[src/hw/rtl/bsc_pkg.sv]
`timescale 1ns / 1ps
// ----------------------------------------------------------------------------
// bsc_pkg
// Shared types for the bubble sort block: word formats, cell carry, states.
// ----------------------------------------------------------------------------
package bsc_pkg;

  localparam int unsigned ValW = 32;
  localparam int unsigned CmpW = 11;

  typedef struct packed {
    logic signed [ValW-1:0] value;
    logic                   last;
  } in_word_t;

  typedef struct packed {
    logic signed [ValW-1:0] sorted_value;
    logic                   last_out;
    logic [CmpW-1:0]        comparisons;
    logic                   overflowed;
  } out_word_t;

  // element moving right along the chain
  typedef struct packed {
    logic                   vld;
    logic signed [ValW-1:0] value;
  } carry_t;

  typedef enum logic [1:0] {
    ST_LOAD,
    ST_SETTLE,
    ST_EMIT
  } state_e;

endpackage

[src/hw/rtl/bsc_cell.sv]
`timescale 1ns / 1ps
// ----------------------------------------------------------------------------
// bsc_cell
// One sorting cell: keeps the smaller of its element and the arriving one,
// passes the larger to the right; shifts left while the set is read out.
// ----------------------------------------------------------------------------
module bsc_cell (
  input  logic                         clk_i,
  input  logic                         rst_ni,
  input  logic                         shift_i,
  input  bsc_pkg::carry_t              carry_i,
  input  logic                         right_vld_i,
  input  logic signed [bsc_pkg::ValW-1:0] right_val_i,
  output bsc_pkg::carry_t              carry_o,
  output logic                         vld_o,
  output logic signed [bsc_pkg::ValW-1:0] val_o
);
  import bsc_pkg::*;

  logic                   vld_q, vld_d;
  logic signed [ValW-1:0] val_q, val_d;
  carry_t                 carry_q, carry_d;

  always_comb begin
    vld_d   = vld_q;
    val_d   = val_q;
    carry_d = carry_q;
    carry_d.vld = 1'b0;
    if (shift_i) begin
      vld_d = right_vld_i;
      val_d = right_val_i;
    end else if (carry_i.vld) begin
      if (!vld_q) begin
        vld_d = 1'b1;
        val_d = carry_i.value;
      end else if ($signed(carry_i.value) < $signed(val_q)) begin
        val_d   = carry_i.value;
        carry_d = '{vld: 1'b1, value: val_q};
      end else begin
        carry_d = carry_i;
      end
    end
  end

  always_ff @(posedge clk_i or negedge rst_ni) begin
    if (!rst_ni) begin
      vld_q   <= 1'b0;
      carry_q <= '0;
    end else begin
      vld_q   <= vld_d;
      carry_q <= carry_d;
    end
  end

  always_ff @(posedge clk_i) begin
    val_q <= val_d;
  end

  assign carry_o = carry_q;
  assign vld_o   = vld_q;
  assign val_o   = val_q;

endmodule

[config.mk]
export PLATFORM = sky130hd
export DESIGN_NAME = bsc_cell
export DESIGN_NICKNAME = d
export VERILOG_FILES = /design/src/hw/rtl/bsc_pkg.sv /design/src/hw/rtl/bsc_cell.sv
export SDC_FILE = /design/constraint.sdc
export NUM_CORES = 1
export LEC_CHECK = 0
export BUFFER_PORTS_ARGS = -buffer_cell sky130_fd_sc_hd__buf_4
export CAP_MARGIN = 40
export CORE_UTILIZATION = 35
export DETAILED_ROUTE_END_ITERATION = 10
export PLACE_DENSITY = 0.61
export SYNTH_ARGS = -nofsm -noshare
export SYNTH_HDL_FRONTEND = slang
export SYNTH_SLANG_ARGS = --single-unit
[constraint.sdc]
create_clock -name clk_i -period 3.35 [get_ports clk_i]
set_clock_uncertainty 0.05 [all_clocks]
set_input_delay 0.67 -clock clk_i [delete_from_list [all_inputs] [get_ports clk_i]]
set_output_delay 0.67 -clock clk_i [all_outputs]
set_load 0.005 [all_outputs]
# Yosys cells after proc, flatten, opt, wreduce, memory -nomap -nowiden
# Cells that the tools add are included.
# Widths: inputs -> output; s select.
totals:
  reg_bits: 66
  in_bits: 69
  output_inout_bits: 66
  elab_cells: 20
op_classes:
  magnitude_cmp: 1
  eq_ne: 1
  mux: 10
  bitwise_logic: 1
  n_reduce_logical: 3
ops:
  columns: ["cell", "n"]
  rows:
  - ["$mux 32", 5]
  - ["$mux 33", 3]
  - ["$lt 32x32->1", 1]
  - ["$ne 3x2->1 const B", 1]
  - ["$reduce_and 3->1", 1]
  - ["$mux 1", 2]
  - ["$reduce_and 2->1", 1]
  - ["$reduce_bool 2->1", 1]
  - ["$not 1->1", 1]

# Depth between registers and ports, before layout
# Gate-level depths: netlist of the first run.
logic_depth:
  depth_word: 5
  mapped_depth: 11
  depth_no_buf: 10

# Worst setup path before layout of the first run
# No wires, ideal clock.
synth_timing:
  path_type: "input to register"
  from: "input port carry_i[14] (netlist bit)"
  to: "register val_q[0], in the netlist val_o[0] (enable)"
  setup_ns: 0.388
  arrival_time_ns: 2.899
  required_ns: 2.912
  setup_slack_ns: 0.013
  stages: 9
  n_path_buf: 0
  cell_sequence: "ha_1 > a21oi_1 > nand2_1 > a221o_1 > a31o_1 > a21oi_4 > xnor2_4 > nand2b_1 > a21o_1"
synth_via:
  elab_chain_len: 3
synth_rtl:
  columns: ["item", "line", "source"]
  rows:
  - ["start: declaration", "bsc_cell.sv:11", "input bsc_pkg::carry_t carry_i,"]
  - ["$lt 32x32->1", "bsc_cell.sv:36", "end else if ($signed(carry_i.value) < $signed(val_q)) begin"]
  - ["$ne 3x2->1 (no line)", null, null]
  - ["$reduce_and 2->1 (no line)", null, null]
  - ["end signal: assignment", "bsc_cell.sv:56", "val_q <= val_d;"]
  - ["end: declaration", "bsc_cell.sv:21", "logic signed [ValW-1:0] val_q, val_d;"]
# No other way between the ends.
# A chain may end at the register's enable or synchronous reset.

# Final worst setup path of the first run
layout_timing:
  from: "input port carry_i[5] (netlist bit)"
  to: "register val_q[21], in the netlist val_o[21] (enable)"
# Same word-level chain as after synthesis.

==> metrics.log, run 1 <==
[metrics] flip-flop and latch count after synthesis: 66
[metrics] number of enable flip-flop cells after synthesis: 32
[metrics] most repeated cell in the gate-level netlist after synthesis: nand2_1
[metrics] total die area: about 11000 um^2
[metrics] IO buf count: 134
[metrics] area of all placed cells without fillers: just over 5000 um^2
[metrics] via density per instance: ~4.7
[metrics] average wire per standard cell: ~15 um
[metrics] slowest library cell on the worst path: ha_1
[metrics] CTS sink cnt: 66
[metrics] Max Clk Rate: between 300 and 400 MHz
[metrics] post-synthesis cell type with the largest combined area: edfxtp_1
[metrics] Crit path required time: ~3400 ps
[metrics] Internal Pwr Total: 1968 uW
[metrics] top cells by area, synth: edfxtp_1 26%, dfrtp_1 23%, ha_1 10%
[metrics] Vias: 2820
[metrics] Final Slew Violations: 0
[metrics] starting density of the core: around 36%
[metrics] fraction of power consumed by sequential logic: about two fifths
[metrics] number of synthesis warnings: 0
[metrics] Clock Tree Root: clkbuf_8
[metrics] Tot GR Track Use: 17.24%
[metrics] post-CTS resize count: 0
[metrics] sequential-to-total area share from yosys stat: 48.97%
[metrics] average cell area after synthesis: around 11 um^2
[metrics] count of mapped cells out of synthesis: about 330
[metrics] portion of the clock cycle consumed by the worst path in the final layout: a little over four fifths
[metrics] overall routed net length: about 9 mm
[metrics] first-pass GRT wire length: about 15 mm
[metrics] Reg clk slew, reported paths: around 80 ps
[metrics] worst skew pair latency: 340 ps
[metrics] share of Yosys cell area claimed by the top area cell type: between 20 and 30%
[metrics] netlist area before placement: about 3700 um^2
[metrics] worst hold path class: primary input to async pin
[metrics] maximum root-to-sink buffer count: 2
[metrics] RSZ-0062 raised after global routing: no
[metrics] most common library cells after synthesis: 45 x nand2_1, 34 x dfrtp_1, 34 x o21ai_1
[metrics] proportion of power drawn by the clock network: 28.5%
[metrics] final period demand of the worst path: ~2800 ps
[metrics] count of endpoints failing hold in the final timing report: 0
[metrics] Max transition margin: roughly three fifths
[metrics] Synth async-reset ratio: between 50% and 60%
[metrics] number of buffers created by CTS: 9
[metrics] H-tree lvl count: 3
[metrics] Post-DP Area: around 4900 um^2
[metrics] count of cell types in the netlist: 30
[metrics] TritonCTS clock tree: yes
[metrics] share of power burned in combinational logic: a little under a third
[metrics] Final Setup Violations: 0
[metrics] cell-by-cell listing of the critical path: buf_4, ha_1, a21o_1, a211oi_2, o211ai_1, a31o_1, a21oi_4, xnor2_4, nand2b_1, a21o_1, buf_12
[metrics] Critical Path Most Common Cell: a21o_1
[metrics] worst vdd rail ir drop: between 0.00015 and 0.0002 V
[metrics] final antenna-violating net count: 0
[metrics] maxcap violations: 0
[metrics] die outline height: between 100 and 150 um
[metrics] status: completed
[metrics] switching share of total power: 28.44%
[metrics] switching power: between 700 and 800 uW
[metrics] synth-to-layout area growth: 38.55%
[metrics] final-stage net count: 564
[metrics] category of the worst setup path capture point: flip-flop
[metrics] Slew @ Worst Pin: a little under 600 ps
[metrics] power density over cell area: 536.6 nW/um^2
[metrics] Ant. Diodes: 0
[metrics] Final Wtd Congestion: ~0.74
[metrics] data arrival time of the critical path: 2810 ps
[metrics] share of final-layout standard cells stronger than drive strength 1: 40.94%
[metrics] largest driver fanout on the critical path: 17
[metrics] crit path setup slack, layout: about 540 ps
[metrics] Boundary Pins: around 140
[metrics] Primary FF master, synth: dfrtp_1
[metrics] via count of the first global-routing pass: 2896
[metrics] CP max stage delay: roughly 300 ps
[metrics] post-cts hold buffer count: 0
[metrics] die boundary width: around 100 um
[metrics] count of buffers added by post-CTS timing repair for setup: 0
[metrics] pin count of the biggest net entering global routing: 36
[metrics] final routed DRC violation total: 0
[metrics] Core Box Area: around 10000 um^2
[metrics] net count after synthesis: approximately 430
[metrics] Placement Rows: 37
[metrics] first-pass iteration count of the detailed router: 4
[metrics] Worst Setup Slack post-DPL: ~150 ps
[metrics] element type at the critical path start: primary input
[metrics] initial antenna violation count: 0
[metrics] sum of net half-perimeters after detailed placement: about 6.8 mm
[metrics] initial DRC count: between 50 and 60
[metrics] Leak: 0.002537 uW
[metrics] GRT Residual Overflow: 0
[metrics] sum of negative setup slack: 0 ps
[metrics] category of the most critical setup path: primary input to flip-flop
## cell families (layout without fill, tap and decap cells)
logic type | after synthesis | count (layout) | synth area share (%)
DFF | 66 | 66 | 48.97
muxes | 64 | 64 | 18.40
and+or+nand+nor | 61 | 61 | 7.034
AOI/OAI and AO/OA | 58 | 58 | 9.097
buffers and inverters | 46 | 188 | 5.275
adders and majority gates | 31 | 31 | 10.48
xor gates and xnor gates | 1 | 1 | 0.7441
## final timing paths
check                               to  depth (start not counted)  startpoint  slack [ps]
setup / recovery             val_o[21]                         11  carry_i[5]         540
hold / removal              carry_o[2]                          1      rst_ni         240
hold reg to reg             carry_o[6]                          2  carry_o[6]         440
max in group asynchronous  carry_o[21]                          1      rst_ni        2670
setup reg to reg             val_o[21]                         11    val_o[5]         570
min in group clk_i          carry_o[6]                          2  carry_o[6]         440
## per-layer routing
layer	wire length (um)	global-route usage, %
met1	4132	22.03
met3	494	4.180
met5	0	0
met2	4214	28.15
met4	97	6.640
## layout by cell type (no fill, tap or decap), types with 5 or more instances in the layout
cell / n
buf_4: 137
nand2_1: 45
o21ai_1: 34
dfrtp_1: 34
mux2_2: 32
mux2i_1: 32
edfxtp_1: 32
inv_1: 31
ha_1: 31
clkbuf_8: 11
a21oi_1: 10
nor2_1: 5
## area by class of cell
type                            count  area (um^2)
Fill cell                         974         5151
Sequential cell                    66         1812
Multi-Input combinational cell    215         1693
Timing Repair Buffer              140         1089
Clock buffer                       14        205.2
Tap cell                          136        170.2
Inverter                           32        120.1
Clock inverter                      2        37.54
## sequential cells by signal, summed over array words and instances (netlist names)
register,cells
carry_o,33
val_o,32
vld_o,1
## power by group through the flow
stage / Combinational (uW) / Sequential, uW / Clock [uW]
2_1_floorplan: 436 / 1130 / 0
3_3_place_gp: 843 / 1140 / 0
3_5_place_dp: 859 / 1140 / 0
4_1_cts: 863 / 1130 / 806
5_1_grt: 937 / 1140 / 842
6_report: 843 / 1120 / 784
## through the flow
step / power [uW] / cells / util (%) / hold WS (ps)
detailed placement: 2002 / 589 / 47.52 / 427.3
global route: 2922 / 605 / 49.88 / 256.1
global placement: 1979 / 589 / 47.52 / 417.3
finish: 2751 / 605 / 49.88 / 237.5
CTS: 2796 / 605 / 49.88 / 237.4
floorplan: 1571 / 327 / - / 324.4
## worst max-delay path: cells and delay by family
family	cells	cell delay (ps)
compound gates	6	1260
buf+inv	2	300
fa+ha+maj	1	300
xor+xnor	1	140
simple gates	1	120
No activity file was read; power rests on OpenSTA's default activity.
==> inputs of run 2 (changes only) <==
PLACE_DENSITY = 0.63   (was 0.61)
clock period = 2.55 ns   (was 3.35 ns; I/O delays follow)
==> run 2 against run 1 <==
Net effect:
- the run now ends with negative setup slack left
- combinational power up 58%
- sequential share of layout area fell by 3.5 points
- count of clock-buffer cells in the layout shrank 1
- via count up 8.0%
- first-iteration DRC count is 52% higher
- highest routed layer unchanged
==> metrics.log, run 2 (synthesis gave the netlist of run 1 again) <==
[metrics] TritonCTS clock tree: yes
[metrics] die outline height: ~100 um
[metrics] end point of the critical path: val_o[7]
[metrics] CP max stage delay: about 400 ps
[metrics] Critical Path Most Common Cell: buf_6
[metrics] category of the most critical setup path: flip-flop to flip-flop
[metrics] beginning of the worst register-to-register path: val_o[15]
[metrics] max reg flops: 33
[metrics] maximum root-to-sink buffer count: 2
[metrics] Clock Tree Root: clkbuf_8
[metrics] maxcap violations: 0
[metrics] first-pass GRT wire length: 15.21 mm
[metrics] die boundary width: approximately 100 um
[metrics] Max Clk Rate: between 300 and 400 MHz
[metrics] Slew @ Worst Pin: between 400 and 500 ps
[metrics] slowest library cell on the worst path: edfxtp_1
[metrics] final-stage net count: between 600 and 700
[metrics] via density per instance: approximately 4.6
[metrics] failing checks: negative setup slack
[metrics] power density over cell area: around 650 nW/um^2
[metrics] worst r2r path cells: 11
[metrics] CTS sink cnt: 66
[metrics] Worst Setup Slack post-DPL: -355.6 ps
[metrics] Final Wtd Congestion: approximately 0.76
[metrics] post-cts hold buffer count: 0
[metrics] crit path setup slack, layout: -75.71 ps
[metrics] Boundary Pins: ~140
[metrics] Reg clk slew, reported paths: roughly 70 ps
[metrics] largest driver fanout on the critical path: 4
[metrics] minimum setup slack among reg-to-reg paths: -80 ps
[metrics] Reg2Reg Capture Point: val_o[7]
[metrics] final antenna-violating net count: 0
[metrics] most frequent cells in the layout: 185 x buf_4, 45 x nand2_1, 34 x dfrtp_1, 33 x o21ai_1
[metrics] IO buf count: ~130
[metrics] number of inserted filler cells in the final layout: 936
[metrics] status: finished with violations
[metrics] most common library cell in the layout ignoring fill and taps: buf_4
[metrics] final period demand of the worst path: about 2600 ps
[metrics] cell-by-cell listing of the critical path: inv_2, ha_4, and4_1, a221o_1, a31o_1, a21oi_4, xnor2_4, nand2b_4, a21o_4, buf_6, buf_6
[metrics] via count of the first global-routing pass: between 3000 and 4000
[metrics] CP startpoint: val_o[15]
[metrics] pin count of the biggest net entering global routing: 47
[metrics] final routed DRC violation total: 0
[metrics] share of final-layout standard cells stronger than drive strength 1: between 50% and 60%
[metrics] count of endpoints failing hold in the final timing report: 0
[metrics] register area: 1812 um^2
[metrics] category of the worst setup path capture point: flip-flop
[metrics] Final Setup Violations: 18
[metrics] initial DRC count: ~80
[metrics] worst-case hold slack: approximately 89 ps
[metrics] starting density of the core: 36.00%
[metrics] Placement Rows: 37
[metrics] Final Slew Violations: 0
[metrics] Max transition margin: between 60% and 70%
[metrics] worst vdd rail ir drop: about 0.00037 V
[metrics] GRT Residual Overflow: 0
[metrics] sum of net half-perimeters after detailed placement: roughly 7.0 mm
[metrics] first-pass iteration count of the detailed router: 4
[metrics] worst hold path class: primary input to async pin
[metrics] initial antenna violation count: 0
[metrics] RSZ-0062 raised after global routing: yes
[metrics] portion of the clock cycle consumed by the worst path in the final layout: 103.0%
[metrics] data arrival time of the critical path: 2630 ps
[metrics] combined area of the multi-input logic cells: roughly 1900 um^2
[metrics] total die area: 10990 um^2
[metrics] Leak: between 0.002 and 0.003 uW
[metrics] Crit path required time: about 2600 ps
[metrics] Core Box Area: 10280 um^2
[metrics] worst skew pair latency: roughly 340 ps
[metrics] average wire per standard cell: around 14 um
[metrics] Vias: 3046
[metrics] Tot GR Track Use: between 10% and 20%
[metrics] overall routed net length: 9.402 mm
[metrics] H-tree lvl count: 3
[metrics] element type at the critical path start: flip-flop
[metrics] Ant. Diodes: 0
[metrics] synth-to-layout area growth: 53.70%
[metrics] number of buffers created by CTS: 9
-- run 2: layout make-up --
| cell class | instances | area share (%) |
|---|---|---|
| clock inverter | 3 | 0.6821 |
| sequential | 66 | 31.86 |
| inverter | 32 | 2.112 |
| timing repair buffer | 194 | 26.89 |
| multi-input combinational | 215 | 32.67 |
| clock buffer | 13 | 2.794 |
| tap | 136 | 2.992 |
-- run 2: power by group --
part	internal, uW	switching [uW]
sequential	1340	124
clock	502	401
combinational	783	549
total	2620	1070
-- run 2: per-stage QoR --
stage	utilization [%]	cells	total power [uW]	TNS (ps)	instance area, um^2
finish	55.33	659	3697	-817.7	5687
global route	55.33	659	3943	-8639	5687
CTS	55.44	659	3742	-1496	5698
detailed placement	52.15	634	2759	-20140	5360
global placement	52.15	634	2735	-17670	5360
floorplan	-	327	2096	-3513	3839
-- run 2: worst min path at each step --
stage | startpoint | end | cells after the start
after floorplan | rst_ni | carry_o[0] | 0
after global placement | carry_o[13] | carry_o[13] | 2
after detailed placement | carry_o[14] | carry_o[14] | 2
after CTS | rst_ni | carry_o[19] | 1
after global routing | rst_ni | carry_o[15] | 1
final | rst_ni | carry_o[19] | 1
-- run 2: worst max-delay path: cells and delay by family, from the launching register on --
| family | cells | cell delay [ps] |
|---|---|---|
| AOI/OAI and AO/OA | 4 | 910 |
| DFF | 1 | 400 |
| and+or+nand+nor | 2 | 350 |
| buffers and inverters | 3 | 290 |
| adders and majority gates | 1 | 190 |
| xor gates and xnor gates | 1 | 140 |
-- run 2: repair_timing --
item | in CTS | in global routing
resized for setup | 15 | 3
pin swaps | 13 | 0
buffers inserted | 9 | 1
cloned | 1 | 0
endpoints found under the setup margin | 63 | 63
-- run 2: per-layer routing --
| metal | vias to the layer above | track usage (%) | part of all wire (%) |
|---|---|---|---|
| li1 | 1538 | - | - |
| met1 | 1417 | 23.33 | 46 |
| met2 | 82 | 29.61 | 48 |
| met3 | 9 | 3.306 | 4.9 |
| met4 | 0 | 5.433 | 0.99 |
| met5 | - | 0 | 0 |
